`config.mk`:
```
export PLATFORM = sky130hd
export DESIGN_NAME = fit_box_thumbnail_rgb565_core
export DESIGN_NICKNAME = d
export VERILOG_FILES = /design/src/design/fbt_pkg.sv /design/src/design/fbt_div.sv /design/src/design/fbt_scale.sv /design/src/design/fbt_front.sv /design/src/design/fbt_queue.sv /design/src/design/fbt_back.sv /design/src/design/fit_box_thumbnail_rgb565_core.sv
export SDC_FILE = /design/constraint.sdc
export NUM_CORES = 1
export LEC_CHECK = 0
export ABC_AREA = 1
export BUFFER_PORTS_ARGS = -buffer_cell sky130_fd_sc_hd__buf_2
export CORE_UTILIZATION = 60
export DETAILED_ROUTE_END_ITERATION = 12
export GPL_TIMING_DRIVEN = 0
export PLACE_DENSITY = 0.77
export SYNTH_ARGS = -nofsm -noshare
export SYNTH_HDL_FRONTEND = slang
export SYNTH_SLANG_ARGS = --single-unit
```
`constraint.sdc`:
```
create_clock -name aclk -period 13.4 [get_ports aclk]
set_input_delay 1.34 -clock aclk [delete_from_list [all_inputs] [get_ports aclk]]
set_output_delay 1.34 -clock aclk [all_outputs]
set_load 0.01 [all_outputs]
```
`src/design/fbt_pkg.sv`:
```
// shared types, constants and helpers for the thumbnail downscaler
`timescale 1ns / 1ps

package fbt_pkg;

    localparam int THUMB_WIDTH   = 85;
    localparam int THUMB_HEIGHT  = 115;
    localparam int MAX_DIMENSION = 2048;
    localparam int FRAC_BITS     = 16;

    localparam int CFG_W    = 12;               // config register width
    localparam int SRC_W    = 11;               // source column / row counter
    localparam int DIM_W    = 7;                // thumbnail coordinate and size
    localparam int SCALE_W  = 22;               // 6.16 scale
    localparam int SAMPLE_W = 28;               // 12.16 sample position
    localparam int DIV_W    = CFG_W + FRAC_BITS; // dividend and quotient width
    localparam int DIV_STEPS = DIV_W;
    localparam int DIV_CNT_W = $clog2(DIV_STEPS);
    localparam int IDX_W    = 1;
    localparam int QUEUE_DEPTH = 4;
    localparam int QUEUE_PTR_W = $clog2(QUEUE_DEPTH);

    localparam logic [IDX_W-1:0] REG_SOURCE_WIDTH  = 1'b0;
    localparam logic [IDX_W-1:0] REG_SOURCE_HEIGHT = 1'b1;

    localparam logic [CFG_W-1:0]   WIDTH_RESET  = CFG_W'(85);
    localparam logic [CFG_W-1:0]   HEIGHT_RESET = CFG_W'(115);
    localparam logic [CFG_W-1:0]   MAX_DIM      = CFG_W'(MAX_DIMENSION);
    localparam logic [DIM_W-1:0]   THUMB_W_DIM  = DIM_W'(THUMB_WIDTH);
    localparam logic [DIM_W-1:0]   THUMB_H_DIM  = DIM_W'(THUMB_HEIGHT);
    localparam logic [SCALE_W-1:0] ONE_FIXED    = SCALE_W'(1) << FRAC_BITS;

    typedef enum logic [2:0] {
        SEQ_IDLE,
        SEQ_SX_GO,
        SEQ_SX_WAIT,
        SEQ_CAND_GO,
        SEQ_CAND_WAIT,
        SEQ_HOLD_GO,
        SEQ_HOLD_WAIT
    } seq_state_t;

    // scale unit to front end
    typedef struct packed {
        logic               busy;
        logic               load_hold;
        logic [CFG_W-1:0]   w_eff;
        logic [CFG_W-1:0]   h_eff;
        logic [SCALE_W-1:0] scale_cand;
        logic [DIM_W-1:0]   ow_cand;
        logic [DIM_W-1:0]   oh_cand;
        logic [DIM_W-1:0]   ow_hold;
        logic [DIM_W-1:0]   oh_hold;
    } scale_info_t;

    // one sampled pixel waiting for the back end
    typedef struct packed {
        logic [7:0]       red;
        logic [7:0]       green;
        logic [7:0]       blue;
        logic [DIM_W-1:0] out_column;
        logic [DIM_W-1:0] out_row;
        logic [DIM_W-1:0] out_width;
        logic [DIM_W-1:0] out_height;
        logic             last_pixel;
    } entry_t;

    function automatic logic [CFG_W-1:0] eff_size(input logic [CFG_W-1:0] v);
        logic [CFG_W-1:0] r;
        if (v == '0) begin
            r = CFG_W'(1);
        end else if (v > MAX_DIM) begin
            r = MAX_DIM;
        end else begin
            r = v;
        end
        return r;
    endfunction

    function automatic logic [DIM_W-1:0] clamp_dim(input logic [DIV_W-1:0] q,
                                                   input logic [DIM_W-1:0] cap);
        logic [DIM_W-1:0] r;
        if (q > DIV_W'(cap)) begin
            r = cap;
        end else if (q == '0) begin
            r = DIM_W'(1);
        end else begin
            r = q[DIM_W-1:0];
        end
        return r;
    endfunction

endpackage

```
`src/design/fbt_div.sv`:
```
// restoring divider, one quotient bit per cycle
`timescale 1ns / 1ps

module fbt_div (
    input  logic                          aclk,
    input  logic                          aresetn,
    input  logic                          start,
    input  logic [fbt_pkg::DIV_W-1:0]     dividend,
    input  logic [fbt_pkg::SCALE_W-1:0]   divisor,
    output logic                          done,
    output logic [fbt_pkg::DIV_W-1:0]     quotient
);

    logic                            run_reg;
    logic                            done_reg;
    logic [fbt_pkg::DIV_CNT_W-1:0]   cnt_reg;
    logic [fbt_pkg::DIV_W-1:0]       dvd_reg;
    logic [fbt_pkg::SCALE_W-1:0]     rem_reg;
    logic [fbt_pkg::SCALE_W-1:0]     dsr_reg;

    logic [fbt_pkg::SCALE_W:0]       trial;
    logic                            fits;
    logic [fbt_pkg::SCALE_W:0]       diff;
    logic [fbt_pkg::SCALE_W-1:0]     rem_next;

    always_comb begin
        trial    = {rem_reg, dvd_reg[fbt_pkg::DIV_W-1]};
        fits     = trial >= {1'b0, dsr_reg};
        diff     = trial - {1'b0, dsr_reg};
        // remainder stays below the divisor, so the top bit is dropped safely
        rem_next = fits ? diff[fbt_pkg::SCALE_W-1:0] : trial[fbt_pkg::SCALE_W-1:0];
    end

    always_ff @(posedge aclk) begin
        if (!aresetn) begin
            run_reg  <= 1'b0;
            done_reg <= 1'b0;
            cnt_reg  <= '0;
        end else if (start) begin
            run_reg  <= 1'b1;
            done_reg <= 1'b0;
            cnt_reg  <= '0;
        end else if (run_reg) begin
            cnt_reg <= cnt_reg + 1'b1;
            if (cnt_reg == fbt_pkg::DIV_CNT_W'(fbt_pkg::DIV_STEPS - 1)) begin
                run_reg  <= 1'b0;
                done_reg <= 1'b1;
            end
        end else begin
            done_reg <= 1'b0;
        end
    end

    always_ff @(posedge aclk) begin
        if (start) begin
            dvd_reg <= dividend;
            rem_reg <= '0;
            dsr_reg <= divisor;
        end else if (run_reg) begin
            dvd_reg <= {dvd_reg[fbt_pkg::DIV_W-2:0], fits};
            rem_reg <= rem_next;
        end
    end

    assign done     = done_reg;
    assign quotient = dvd_reg;

endmodule

```
`src/design/fbt_scale.sv`:
```
// config registers and the scale / thumbnail size sequencer
`timescale 1ns / 1ps

module fbt_scale (
    input  logic                          aclk,
    input  logic                          aresetn,
    input  logic                          cfg_valid,
    output logic                          cfg_ready,
    input  logic [fbt_pkg::IDX_W-1:0]     cfg_index,
    input  logic [fbt_pkg::CFG_W-1:0]     cfg_wdata,
    input  logic [fbt_pkg::SCALE_W-1:0]   scale_hold,
    output fbt_pkg::scale_info_t          info
);

    logic                        cfg_wr;
    logic [fbt_pkg::CFG_W-1:0]   width_reg;
    logic [fbt_pkg::CFG_W-1:0]   height_reg;
    logic [fbt_pkg::CFG_W-1:0]   w_eff;
    logic [fbt_pkg::CFG_W-1:0]   h_eff;

    fbt_pkg::seq_state_t         state_reg;
    fbt_pkg::seq_state_t         state_next;

    logic                        start;
    logic [fbt_pkg::SCALE_W-1:0] div_w_dsr;
    logic [fbt_pkg::SCALE_W-1:0] div_h_dsr;
    logic [fbt_pkg::DIV_W-1:0]   w_dvd;
    logic [fbt_pkg::DIV_W-1:0]   h_dvd;
    logic                        done_w;
    logic                        done_h;
    logic [fbt_pkg::DIV_W-1:0]   q_w;
    logic [fbt_pkg::DIV_W-1:0]   q_h;
    logic                        pass_done;

    logic [fbt_pkg::SCALE_W-1:0] sx;
    logic [fbt_pkg::SCALE_W-1:0] sy;
    logic [fbt_pkg::SCALE_W-1:0] s_max;
    logic [fbt_pkg::SCALE_W-1:0] scale_cand_reg;
    logic [fbt_pkg::DIM_W-1:0]   ow_cand_reg;
    logic [fbt_pkg::DIM_W-1:0]   oh_cand_reg;

    assign cfg_ready = 1'b1;
    assign cfg_wr    = cfg_valid && cfg_ready;

    always_ff @(posedge aclk) begin
        if (!aresetn) begin
            width_reg  <= fbt_pkg::WIDTH_RESET;
            height_reg <= fbt_pkg::HEIGHT_RESET;
        end else if (cfg_wr) begin
            unique case (cfg_index)
                fbt_pkg::REG_SOURCE_WIDTH:  width_reg  <= cfg_wdata;
                fbt_pkg::REG_SOURCE_HEIGHT: height_reg <= cfg_wdata;
                default: ;
            endcase
        end
    end

    assign w_eff = fbt_pkg::eff_size(width_reg);
    assign h_eff = fbt_pkg::eff_size(height_reg);
    assign w_dvd = {w_eff, fbt_pkg::FRAC_BITS'(0)};
    assign h_dvd = {h_eff, fbt_pkg::FRAC_BITS'(0)};

    always_ff @(posedge aclk) begin
        if (!aresetn) begin
            state_reg <= fbt_pkg::SEQ_SX_GO;
        end else begin
            state_reg <= state_next;
        end
    end

    assign pass_done = done_w && done_h;

    // three passes: raw scale, sizes under the new scale, sizes under the held scale
    always_comb begin
        state_next = state_reg;
        start      = 1'b0;
        div_w_dsr  = fbt_pkg::SCALE_W'(fbt_pkg::THUMB_WIDTH);
        div_h_dsr  = fbt_pkg::SCALE_W'(fbt_pkg::THUMB_HEIGHT);
        unique case (state_reg)
            fbt_pkg::SEQ_IDLE: ;
            fbt_pkg::SEQ_SX_GO: begin
                start      = 1'b1;
                state_next = fbt_pkg::SEQ_SX_WAIT;
            end
            fbt_pkg::SEQ_SX_WAIT: begin
                if (pass_done) state_next = fbt_pkg::SEQ_CAND_GO;
            end
            fbt_pkg::SEQ_CAND_GO: begin
                start      = 1'b1;
                div_w_dsr  = scale_cand_reg;
                div_h_dsr  = scale_cand_reg;
                state_next = fbt_pkg::SEQ_CAND_WAIT;
            end
            fbt_pkg::SEQ_CAND_WAIT: begin
                if (pass_done) state_next = fbt_pkg::SEQ_HOLD_GO;
            end
            fbt_pkg::SEQ_HOLD_GO: begin
                start      = 1'b1;
                div_w_dsr  = scale_hold;
                div_h_dsr  = scale_hold;
                state_next = fbt_pkg::SEQ_HOLD_WAIT;
            end
            fbt_pkg::SEQ_HOLD_WAIT: begin
                if (pass_done) state_next = fbt_pkg::SEQ_IDLE;
            end
            default: state_next = fbt_pkg::SEQ_SX_GO;
        endcase
        // a new size restarts the whole sequence
        if (cfg_wr) state_next = fbt_pkg::SEQ_SX_GO;
    end

    fbt_div u_div_w (
        .aclk     (aclk),
        .aresetn  (aresetn),
        .start    (start),
        .dividend (w_dvd),
        .divisor  (div_w_dsr),
        .done     (done_w),
        .quotient (q_w)
    );

    fbt_div u_div_h (
        .aclk     (aclk),
        .aresetn  (aresetn),
        .start    (start),
        .dividend (h_dvd),
        .divisor  (div_h_dsr),
        .done     (done_h),
        .quotient (q_h)
    );

    always_comb begin
        sx    = q_w[fbt_pkg::SCALE_W-1:0];
        sy    = q_h[fbt_pkg::SCALE_W-1:0];
        s_max = (sx > sy) ? sx : sy;
        if (s_max < fbt_pkg::ONE_FIXED) s_max = fbt_pkg::ONE_FIXED;
    end

    always_ff @(posedge aclk) begin
        if (state_reg == fbt_pkg::SEQ_SX_WAIT && pass_done) begin
            scale_cand_reg <= s_max;
        end
        if (state_reg == fbt_pkg::SEQ_CAND_WAIT && pass_done) begin
            ow_cand_reg <= fbt_pkg::clamp_dim(q_w, fbt_pkg::THUMB_W_DIM);
            oh_cand_reg <= fbt_pkg::clamp_dim(q_h, fbt_pkg::THUMB_H_DIM);
        end
    end

    always_comb begin
        info.busy       = (state_reg != fbt_pkg::SEQ_IDLE);
        info.load_hold  = (state_reg == fbt_pkg::SEQ_HOLD_WAIT) && pass_done && !cfg_wr;
        info.w_eff      = w_eff;
        info.h_eff      = h_eff;
        info.scale_cand = scale_cand_reg;
        info.ow_cand    = ow_cand_reg;
        info.oh_cand    = oh_cand_reg;
        info.ow_hold    = fbt_pkg::clamp_dim(q_w, fbt_pkg::THUMB_W_DIM);
        info.oh_hold    = fbt_pkg::clamp_dim(q_h, fbt_pkg::THUMB_H_DIM);
    end

endmodule

```
`src/design/fbt_front.sv`:
```
// front end: raster counters and the sample decision for each source pixel
`timescale 1ns / 1ps

module fbt_front (
    input  logic                          aclk,
    input  logic                          aresetn,
    input  logic                          s_tvalid,
    output logic                          s_tready,
    input  logic [23:0]                   s_tdata,
    input  fbt_pkg::scale_info_t          info,
    input  logic                          q_full,
    output logic [fbt_pkg::SCALE_W-1:0]   scale_hold,
    output logic                          push,
    output fbt_pkg::entry_t               push_entry
);

    logic [fbt_pkg::SRC_W-1:0]    src_col_reg;
    logic [fbt_pkg::SRC_W-1:0]    src_row_reg;
    logic [fbt_pkg::SCALE_W-1:0]  scale_reg;
    logic [fbt_pkg::DIM_W-1:0]    ow_reg;
    logic [fbt_pkg::DIM_W-1:0]    oh_reg;
    logic [fbt_pkg::SAMPLE_W-1:0] nsc_reg;
    logic [fbt_pkg::SAMPLE_W-1:0] nsr_reg;
    logic [fbt_pkg::DIM_W-1:0]    th_col_reg;
    logic [fbt_pkg::DIM_W-1:0]    th_row_reg;

    logic                         accept;
    logic                         frame_start;
    logic [fbt_pkg::SCALE_W-1:0]  scale_e;
    logic [fbt_pkg::DIM_W-1:0]    ow_e;
    logic [fbt_pkg::DIM_W-1:0]    oh_e;
    logic                         row_hit;
    logic                         emit;
    logic                         col_wrap;
    logic                         row_wrap;
    logic [fbt_pkg::CFG_W-1:0]    col_inc;
    logic [fbt_pkg::CFG_W-1:0]    row_inc;
    logic [fbt_pkg::DIM_W:0]      th_col_inc;
    logic [fbt_pkg::DIM_W:0]      th_row_inc;

    assign s_tready = !info.busy && !q_full;
    assign accept   = s_tvalid && s_tready;

    always_comb begin
        frame_start = (src_col_reg == '0) && (src_row_reg == '0);
        // the first pixel of a frame already sees the scale latched from the registers
        scale_e     = frame_start ? info.scale_cand : scale_reg;
        ow_e        = frame_start ? info.ow_cand : ow_reg;
        oh_e        = frame_start ? info.oh_cand : oh_reg;
        row_hit     = (th_row_reg < oh_e) &&
                      ({1'b0, src_row_reg} == nsr_reg[fbt_pkg::SAMPLE_W-1:fbt_pkg::FRAC_BITS]);
        emit        = row_hit && (th_col_reg < ow_e) &&
                      ({1'b0, src_col_reg} == nsc_reg[fbt_pkg::SAMPLE_W-1:fbt_pkg::FRAC_BITS]);
        col_inc     = {1'b0, src_col_reg} + 1'b1;
        row_inc     = {1'b0, src_row_reg} + 1'b1;
        col_wrap    = col_inc >= info.w_eff;
        row_wrap    = row_inc >= info.h_eff;
        th_col_inc  = {1'b0, th_col_reg} + 1'b1;
        th_row_inc  = {1'b0, th_row_reg} + 1'b1;
    end

    always_ff @(posedge aclk) begin
        if (!aresetn) begin
            src_col_reg <= '0;
            src_row_reg <= '0;
            nsc_reg     <= '0;
            nsr_reg     <= '0;
            th_col_reg  <= '0;
            th_row_reg  <= '0;
            scale_reg   <= fbt_pkg::ONE_FIXED;
        end else if (accept) begin
            if (frame_start) scale_reg <= info.scale_cand;
            if (emit) begin
                th_col_reg <= th_col_inc[fbt_pkg::DIM_W-1:0];
                nsc_reg    <= nsc_reg + fbt_pkg::SAMPLE_W'(scale_e);
            end
            if (col_wrap) begin
                src_col_reg <= '0;
                th_col_reg  <= '0;
                nsc_reg     <= '0;
                if (row_hit) begin
                    th_row_reg <= th_row_inc[fbt_pkg::DIM_W-1:0];
                    nsr_reg    <= nsr_reg + fbt_pkg::SAMPLE_W'(scale_e);
                end
                if (row_wrap) begin
                    src_row_reg <= '0;
                    th_row_reg  <= '0;
                    nsr_reg     <= '0;
                end else begin
                    src_row_reg <= row_inc[fbt_pkg::SRC_W-1:0];
                end
            end else begin
                src_col_reg <= col_inc[fbt_pkg::SRC_W-1:0];
            end
        end
    end

    // sizes follow the held scale after a mid-frame size change
    always_ff @(posedge aclk) begin
        if (info.load_hold) begin
            ow_reg <= info.ow_hold;
            oh_reg <= info.oh_hold;
        end else if (accept && frame_start) begin
            ow_reg <= info.ow_cand;
            oh_reg <= info.oh_cand;
        end
    end

    assign scale_hold = scale_reg;
    assign push       = accept && emit;

    always_comb begin
        push_entry.red        = s_tdata[7:0];
        push_entry.green      = s_tdata[15:8];
        push_entry.blue       = s_tdata[23:16];
        push_entry.out_column = th_col_reg;
        push_entry.out_row    = th_row_reg;
        push_entry.out_width  = ow_e;
        push_entry.out_height = oh_e;
        push_entry.last_pixel = (th_col_inc == {1'b0, ow_e}) && (th_row_inc == {1'b0, oh_e});
    end

endmodule

```
`src/design/fbt_queue.sv`:
```
// small fifo between the sample decision and the output stage
`timescale 1ns / 1ps

module fbt_queue (
    input  logic             aclk,
    input  logic             aresetn,
    input  logic             push,
    input  fbt_pkg::entry_t  push_entry,
    input  logic             pop,
    output logic             full,
    output logic             not_empty,
    output fbt_pkg::entry_t  head
);

    fbt_pkg::entry_t                   mem_reg [fbt_pkg::QUEUE_DEPTH];
    logic [fbt_pkg::QUEUE_PTR_W-1:0]   wr_ptr_reg;
    logic [fbt_pkg::QUEUE_PTR_W-1:0]   rd_ptr_reg;
    logic [fbt_pkg::QUEUE_PTR_W:0]     count_reg;

    always_ff @(posedge aclk) begin
        if (push) begin
            mem_reg[wr_ptr_reg] <= push_entry;
        end
    end

    always_ff @(posedge aclk) begin
        if (!aresetn) begin
            wr_ptr_reg <= '0;
            rd_ptr_reg <= '0;
            count_reg  <= '0;
        end else begin
            if (push) wr_ptr_reg <= wr_ptr_reg + 1'b1;
            if (pop)  rd_ptr_reg <= rd_ptr_reg + 1'b1;
            priority if (push && !pop) begin
                count_reg <= count_reg + 1'b1;
            end else if (pop && !push) begin
                count_reg <= count_reg - 1'b1;
            end
        end
    end

    assign full      = (count_reg == (fbt_pkg::QUEUE_PTR_W + 1)'(fbt_pkg::QUEUE_DEPTH));
    assign not_empty = (count_reg != '0);
    assign head      = mem_reg[rd_ptr_reg];

endmodule

```
`src/design/fbt_back.sv`:
```
// back end: rgb565 packing and the output register
`timescale 1ns / 1ps

module fbt_back (
    input  logic             aclk,
    input  logic             aresetn,
    input  logic             q_not_empty,
    input  fbt_pkg::entry_t  head,
    output logic             pop,
    output logic             m_tvalid,
    input  logic             m_tready,
    output logic [47:0]      m_tdata,
    output logic             m_tlast
);

    logic                        valid_reg;
    logic [15:0]                 pixel_reg;
    logic [fbt_pkg::DIM_W-1:0]   col_reg;
    logic [fbt_pkg::DIM_W-1:0]   row_reg;
    logic [fbt_pkg::DIM_W-1:0]   width_reg;
    logic [fbt_pkg::DIM_W-1:0]   height_reg;
    logic                        last_reg;
    logic [15:0]                 pixel_next;

    assign pop        = q_not_empty && (!valid_reg || m_tready);
    assign pixel_next = {head.red[7:3], head.green[7:2], head.blue[7:3]};

    always_ff @(posedge aclk) begin
        if (!aresetn) begin
            valid_reg <= 1'b0;
        end else if (!valid_reg || m_tready) begin
            valid_reg <= q_not_empty;
        end
    end

    always_ff @(posedge aclk) begin
        if (pop) begin
            pixel_reg  <= pixel_next;
            col_reg    <= head.out_column;
            row_reg    <= head.out_row;
            width_reg  <= head.out_width;
            height_reg <= head.out_height;
            last_reg   <= head.last_pixel;
        end
    end

    assign m_tvalid = valid_reg;
    assign m_tdata  = {4'b0, height_reg, width_reg, row_reg, col_reg, pixel_reg};
    assign m_tlast  = last_reg;

endmodule

```
`src/design/fit_box_thumbnail_rgb565_core.sv`:
```
// A sampled pixel passes through the queue and then the output register before it appears on m_tdata.
// Throughput: one source pixel per cycle while the scale unit is idle and the queue is not full;
// the four-entry queue lets output stalls ride out. After reset and after every config write
// the scale unit reruns three divider passes (one quotient bit per cycle) and s_tready stays low meanwhile.
// Reset is synchronous on aresetn low: counters, queue and output valid clear,
// and the size registers return to 85 x 115.
`timescale 1ns / 1ps

module fit_box_thumbnail_rgb565_core (
    input  logic                        aclk,
    input  logic                        aresetn,
    input  logic                        s_tvalid,
    output logic                        s_tready,
    input  logic [23:0]                 s_tdata,   // red, green, blue
    output logic                        m_tvalid,
    input  logic                        m_tready,
    output logic [47:0]                 m_tdata,   // pixel_rgb565, out_column, out_row,
                                                   // out_width, out_height, zero pad
    output logic                        m_tlast,
    input  logic                        cfg_valid,
    output logic                        cfg_ready,
    input  logic [fbt_pkg::IDX_W-1:0]   cfg_index,
    input  logic [fbt_pkg::CFG_W-1:0]   cfg_wdata
);

    fbt_pkg::scale_info_t          info;
    logic [fbt_pkg::SCALE_W-1:0]   scale_hold;
    logic                          push;
    fbt_pkg::entry_t               push_entry;
    logic                          pop;
    logic                          q_full;
    logic                          q_not_empty;
    fbt_pkg::entry_t               head;

    fbt_scale u_scale (
        .aclk       (aclk),
        .aresetn    (aresetn),
        .cfg_valid  (cfg_valid),
        .cfg_ready  (cfg_ready),
        .cfg_index  (cfg_index),
        .cfg_wdata  (cfg_wdata),
        .scale_hold (scale_hold),
        .info       (info)
    );

    fbt_front u_front (
        .aclk       (aclk),
        .aresetn    (aresetn),
        .s_tvalid   (s_tvalid),
        .s_tready   (s_tready),
        .s_tdata    (s_tdata),
        .info       (info),
        .q_full     (q_full),
        .scale_hold (scale_hold),
        .push       (push),
        .push_entry (push_entry)
    );

    fbt_queue u_queue (
        .aclk       (aclk),
        .aresetn    (aresetn),
        .push       (push),
        .push_entry (push_entry),
        .pop        (pop),
        .full       (q_full),
        .not_empty  (q_not_empty),
        .head       (head)
    );

    fbt_back u_back (
        .aclk        (aclk),
        .aresetn     (aresetn),
        .q_not_empty (q_not_empty),
        .head        (head),
        .pop         (pop),
        .m_tvalid    (m_tvalid),
        .m_tready    (m_tready),
        .m_tdata     (m_tdata),
        .m_tlast     (m_tlast)
    );

endmodule

```
==> metrics.cfg, run 1 <==
[setup_path]
critical-path-slowest-cell=o21ai_0
criticalPathCategory=register to register
worst_ep_arrival_time_ps=6520
crit_cells=25
critPathMaxFanout=10
rrSetupSlack_ps=7390
path_delay_family=simple AND/OR/NAND/NOR gates
reg2reg_from=u_front.src_row_reg[0]
r2r_cells=25
cpMostUsedCell=inv_1
endpoint=u_queue.count_reg[2]
startpoint_type=register
startpoint=u_front.src_row_reg[0]
critPathBufInv=6
slowest_delay_ps=790
crit_path_end_kind=register
required_ps=13910
reg2reg_to=u_queue.count_reg[2]

[timing]
period_minus_slack_ps=6010
tightest_slew_ps=1120
maxSlewViolCount=0
fin_skew_ps=48.5
max_freq_mhz=166
final.period_utilization_pct=44.8
tns_ps=0
finalHoldViolations=0
finalSetupViolCount=0
relSlewSlack_pct=25.5
rsz0062_at_grt=no

[power]
p_comb_share_pct=19.9
switching_share_pct=30.1
vdd_drop_max_mv=0.169
internal_power_mw=3.26
p_switching_mw=1.41
p_leak_nw=13.6
p_clk_share_pct=36.2
seq_power_share_pct=43.9
power_density_nw_per_um2=139

[logic_synthesis]
yosysTopAreaCell=edfxtp_1
syn-instance-count=3564
yosysWarnings=0
syn_avg_cell_area_um2=8.42
synth_top_area_share_pct=32.4
ys_seq_area_share_pct=48.4
synth_most_common_cell=nand2_1
synth_edf_count=324
netlist_area_um2=30000
synth.distinct_cells=51
synthFlopType=edfxtp_1
synth-seq-cells=563
async_flop_share_pct=0
yosys-top-cells-area=edfxtp_1, dfxtp_1, nand2_1
netlist_top_cells_count=nand2_1, nor2_1, inv_1, edfxtp_1, o21ai_0

[floorplanning]
chipHeight_um=226
coreArea_um2=49200
rows=81
ios=94
dieArea_um2=50900
start_util_pct=61.0
die_x_um=226

[drt]
dr.pass1.iters=6
drt_iter0_drc=2707
ant_nets=0
viasPerCell=5.86
routed_wl_um=84000
post_drt_wl_per_cell_um=19.0
vias=25943
route.detailed.drc=0

[clocking]
cts_sinks=563
clockBufferDepth=3
clkTransAtPathRegs_ps=60
root_buffer=clkbuf_16
post-cts-setup-buffers=0
htree_levels=2
cts_tree=built
cts_hold_buf=0
clkLatencyLatePin_ps=660
cts_inserted_buffers=57
cts_resized=0

[min_path]
min_from=u_scale.u_div_h.cnt_reg[4]
hold_path.class=register to register

[run_status]
run_status=complete, no violations

[finish]
final_nets=3919
drive_gt1_share_pct=6.93
syn2layout_area_growth_pct=11.8
largest_register_ffs=180
fill_cells=3925
multi_input_area_um2=13500
regArea_um2=14500
stdcell_count=4430
n_antenna_cell=0

[placed_design]
hpwl_um=62200
dp_cells=4322
portBuffers=80
gp_congestion=0.988

[global_routing]
grt_pass1_wl_um=128000
grt_pass1_vias=23649
grt_overflow_total=0
antenna_found_initial=0
grt_max_degree=35
grt_usage_pct=32.7

[run]
maxCapViolCount=0

## power by group through the flow
| stage | Combinational (mW) | Clock (mW) | Sequential, mW |
|---|---|---|---|
| floorplan | 0.514 | 0 | 2.13 |
| global route | 1.02 | 1.77 | 2.06 |
| finish | 0.929 | 1.69 | 2.05 |
| global placement | 0.858 | 0 | 2.10 |
| CTS | 0.917 | 1.71 | 2.05 |
| detailed placement | 0.907 | 0 | 2.08 |
## layer usage
| metal | track usage [%] | wire length (µm) | vias up |
|---|---|---|---|
| li1 | - | - | 12579 |
| met1 | 45.1 | 35700 | 12023 |
| met2 | 52.7 | 38500 | 1175 |
| met3 | 4.64 | 6970 | 166 |
| met4 | 11.7 | 2810 | 0 |
| met5 | 0 | 0 | - |
## worst min-delay path by stage
| stage | end | cells after the start | slack, ps |
|---|---|---|---|
| after floorplan | u_scale.u_div_h.cnt_reg[4] | 2 | 440 |
| after global placement | u_scale.u_div_h.cnt_reg[4] | 2 | 450 |
| after detailed placement | u_scale.u_div_h.cnt_reg[4] | 2 | 460 |
| after CTS | u_scale.u_div_h.cnt_reg[4] | 2 | 460 |
| after global routing | u_scale.u_div_h.cnt_reg[4] | 2 | 480 |
| final | u_scale.u_div_h.cnt_reg[4] | 2 | 460 |
## cells by family (layout without fill, tap and decap cells)
group,count (synthesis),count (layout),share of synthesized area [%]
AND/OR/NAND/NOR,1447,1447,20.6
AO/OA/AOI/OAI,787,787,14.7
flip-flops,563,563,48.4
buffers and inverters,513,712,6.81
adder cells (fa/ha/maj),160,160,6.80
XOR/XNOR,92,92,2.69
other,2,5,0.0250
## through the flow
step	hold slack [ps]	power, mW	util (%)	instance area (µm²)	worst slack (ps)
floorplan	439	2.64	-	30000	8040
CTS	463	4.67	68.2	33500	7550
global placement	449	2.96	63.6	31200	5070
detailed placement	456	2.99	64.1	31500	7580
global route	480	4.85	68.2	33500	7040
finish	464	4.67	68.2	33500	7390
## final cells by class
class | instances | share of cell area, %
Sequential cell | 563 | 43.3
Multi-Input combinational cell | 2491 | 40.3
Clock inverter | 34 | 1.31
Inverter | 379 | 4.24
Timing Repair Buffer | 91 | 1.78
Buffer | 134 | 1.85
Tap cell | 664 | 2.48
Clock buffer | 74 | 4.75
## placed cells by master (no fill, tap or decap), types with 8 or more instances in the layout
master     instances
nor3_1            41
nor2_4             8
nor4_1            17
a211oi_1          16
nand3b_1          18
clkbuf_1         105
o211ai_1          32
clkinv_2          11
clkbuf_16         59
xnor2_1           33
a21oi_1          232
nor2_1           396
ha_1             155
buf_2             92
edfxtp_1         324
nand3_1          171
a31oi_1           36
o22ai_1          103
buf_4             12
a21o_1            11
nand2_2            8
clkinv_1          12
dfxtp_1          239
inv_1            367
buf_6             11
a21boi_0          20
xor2_1            59
nand4_1           81
o21a_1             8
nand2_1          678
o21ai_0          305
## tightest hold or removal path: stages (launching register included)
cell and delay (ps):
dfxtp_1 310, nand2_1 60, a21oi_1 50
(Power assumes the default switching activity.)
==> run 2: changes to the inputs <==
--- a/config.mk
+++ b/config.mk
@@ -5,9 +5,9 @@
 export SDC_FILE = /design/constraint.sdc
 export NUM_CORES = 1
 export LEC_CHECK = 0
-export ABC_AREA = 1
+export ABC_AREA = 0
 export BUFFER_PORTS_ARGS = -buffer_cell sky130_fd_sc_hd__buf_2
-export CORE_UTILIZATION = 60
+export CORE_UTILIZATION = 57
 export DETAILED_ROUTE_END_ITERATION = 12
 export GPL_TIMING_DRIVEN = 0
 export PLACE_DENSITY = 0.77
==> constraint.sdc (replaced) <==
create_clock -name aclk -period 5.2 [get_ports aclk]
set_input_delay 0.52 -clock aclk [delete_from_list [all_inputs] [get_ports aclk]]
set_output_delay 0.52 -clock aclk [all_outputs]
set_load 0.01 [all_outputs]
==> metrics.cfg, run 2 <==
[setup_path]
reg2reg_from=u_front.src_row_reg[0]
r2r_cells=21  ; -16%
criticalPathCategory=register to register
worst_ep_arrival_time_ps=5560  ; -960 ps
crit_path_end_kind=register
startpoint_type=register
rrSetupSlack_ps=200  ; -7190 ps
reg2reg_to=u_queue.count_reg[2]
critPathMaxFanout=10  ; unchanged
required_ps=5770  ; -8140 ps

[min_path]
hold_end=u_queue.mem_reg[3][35]
hold_path.class=input port to register
min_from=s_tdata[22]
hold_depth=1  ; -1

[power]
power_density_nw_per_um2=365  ; +160%
vdd_drop_max_mv=0.293  ; +74%
p_switching_mw=3.38  ; +140%
power_mw=12.0  ; +160%
p_comb_share_pct=19.1  ; -0.8 points
p_clk_share_pct=37.0  ; +0.8 points
seq_power_share_pct=43.9  ; about the same
internal_power_mw=8.62  ; +160%
p_leak_nw=12.5  ; -8.1%
switching_share_pct=28.2  ; -1.9 points

[drt]
drt_iter0_drc=2531  ; -6.5%
viasPerCell=6.28  ; +7.3%
vias=22797  ; -12%
ant_nets=0  ; unchanged
routed_wl_um=80800  ; -3.8%
route.detailed.drc=0  ; unchanged
post_drt_wl_per_cell_um=22.3  ; +17%
dr.pass1.iters=7  ; +1

[floorplanning]
chipHeight_um=228  ; +1.1%
start_util_pct=58.0  ; -3.1 points
coreArea_um2=50300  ; +2.3%
die_x_um=228  ; +1.1%
rows=82  ; +1.2%
ios=94  ; unchanged
dieArea_um2=52000  ; +2.3%

[timing]
relSlewSlack_pct=18.2  ; -7.3 points
tightest_slew_ps=1220  ; +104 ps
rsz0062_at_grt=yes
finalHoldViolations=0  ; unchanged
fin_skew_ps=37.6  ; -10.9 ps
final.period_utilization_pct=96.1  ; +51 points
max_freq_mhz=200  ; +20%
maxSlewViolCount=0  ; unchanged
fin_ws_ps=204  ; -7190 ps
finalSetupViolCount=0  ; unchanged
tns_ps=0  ; unchanged
period_minus_slack_ps=5000  ; -1010 ps

[logic_synthesis]
synthFlopType=edfxtp_1
synth.distinct_cells=91  ; +78%
synth-seq-cells=563  ; unchanged
syn_avg_cell_area_um2=10.6  ; +26%
syn-instance-count=2746  ; -23%
yosysWarnings=0  ; unchanged
synth_top_area_share_pct=33.4  ; +0.95 points
ys_seq_area_share_pct=49.8  ; +1.4 points
netlist_area_um2=29100  ; -2.8%
async_flop_share_pct=0  ; unchanged
netlist_top_cells_count=edfxtp_1, nand2_1, dfxtp_1, nor2_1, a21oi_1
synth_most_common_cell=edfxtp_1
synth_edf_count=324  ; unchanged
yosys-top-cells-area=edfxtp_1, dfxtp_1, ha_1
yosysTopAreaCell=edfxtp_1

[placed_design]
gp_congestion=0.952  ; -3.7%
place_area_um2=30600  ; -2.8%
portBuffers=79  ; -1.3%
place_ws_ps=-958  ; -8540 ps
hpwl_um=56800  ; -8.7%

[clocking]
cts_tree=built
clockBufferDepth=3  ; unchanged
clkTransAtPathRegs_ps=70  ; about the same
clkLatencyLatePin_ps=650  ; about the same
cts_hold_buf=0  ; unchanged
cts_sinks=563  ; unchanged
root_buffer=clkbuf_16
htree_levels=2  ; unchanged
cts_inserted_buffers=58  ; +1.8%

[finish]
largest_register_ffs=180  ; unchanged
multi_input_area_um2=13800  ; +1.9%
fin_util_pct=65.3  ; -2.9 points
final_common_cell=edfxtp_1
regArea_um2=14500  ; unchanged
syn2layout_area_growth_pct=12.6
final_cell_mix=edfxtp_1, nand2_1, dfxtp_1, nor2_1, a21oi_1
fill_cells=3785  ; -3.6%
final_area_um2=32800  ; -2.1%
drive_gt1_share_pct=11.9  ; +5.0 points
final_nets=3107  ; -21%

[run]
maxCapViolCount=0  ; unchanged

[global_routing]
grt_pass1_wl_um=124000  ; -3.8%
grt_max_degree=35  ; unchanged
grt_usage_pct=30.3  ; -2.5 points
antenna_found_initial=3  ; +3
grt_overflow_total=0  ; unchanged
grt_pass1_vias=21815  ; -7.8%

[run_status]
run_status=complete, no violations

-- run 2: cells by family (layout without fill, tap and decap cells) --
group / after synthesis / in the layout / share of synthesized area (%)
AND/OR/NAND/NOR: 833 / 833 / 13.9
AO/OA/AOI/OAI: 628 / 628 / 13.9
flip-flops: 563 / 563 / 49.8
buffers and inverters: 259 / 465 / 3.48
adder cells (fa/ha/maj): 164 / 164 / 7.14
multiplexers: 154 / 154 / 7.42
XOR/XNOR: 143 / 143 / 4.32
other: 2 / 6 / 0.0258
-- run 2: worst max-delay path by stage --
| stage | from | to | depth (start not counted) |
|---|---|---|---|
| after floorplan | u_front.src_col_reg[0] | u_queue.mem_reg[1][0] | 16 |
| after global placement | u_front.src_col_reg[0] | u_queue.mem_reg[2][16] | 16 |
| after detailed placement | u_front.src_row_reg[0] | u_front.nsr_reg[25] | 18 |
| after CTS | u_front.src_row_reg[0] | u_queue.count_reg[2] | 21 |
| after global routing | u_front.src_row_reg[0] | u_queue.count_reg[2] | 20 |
| final | u_front.src_row_reg[0] | u_queue.count_reg[2] | 21 |
-- run 2: layout make-up --
cell class / instances / area share, %
repair buffers: 96 / 1.94
clock buffers: 75 / 4.74
clock inverters: 35 / 1.48
plain buffers: 142 / 1.78
multi-input cells: 1927 / 41.9
flip-flops and latches: 563 / 44.2
inverters: 117 / 1.34
well taps: 672 / 2.56
diodes: 1 / 0.00762
-- run 2: power groups by stage --
stage / Clock (mW) / Combinational, mW / Sequential, mW
after floorplan: 0 / 1.40 / 5.42
after global placement: 0 / 2.05 / 5.37
after detailed placement: 0 / 2.22 / 5.35
after CTS: 4.48 / 2.27 / 5.26
after global routing: 4.65 / 2.47 / 5.29
final: 4.44 / 2.29 / 5.27
-- run 2: routing by layer --
layer	GRT usage [%]	vias up	wire length [µm]
met5	0	-	19
met4	13.3	2	3610
met3	4.50	200	5910
met2	50.2	1054	39000
met1	39.5	11069	32200
li1	-	10472	-
-- run 2: per-stage QoR --
| stage | instances | hold WS [ps] |
|---|---|---|
| 6_report | 3628 | 91.0 |
| 3_5_place_dp | 3510 | 444 |
| 2_1_floorplan | 2749 | 428 |
| 5_1_grt | 3628 | 72.6 |
| 4_1_cts | 3622 | 61.5 |
| 3_3_place_gp | 3500 | 443 |
-- run 2: repair_timing --
item,in CTS,in global routing
gates resized for setup,10,18
buffers inserted,2,4
pin swaps,1,3
endpoints found under the setup margin,231,82
-- run 2: critical path, cell delays in order (launching register included) --
cell,delay [ps]
dfxtp_1,400
inv_1,90
ha_1,150
nor4b_4,330
nand3_4,180
nor2_8,120
buf_4,210
mux2_2,290
ha_2,260
or2_2,140
a21oi_1,50
a2111oi_2,370
a311oi_1,120
maj3_2,370
a31o_2,280
a21oi_4,240
ha_1,240
inv_1,70
fa_1,380
xor2_1,180
or3_1,310
a21oi_1,140
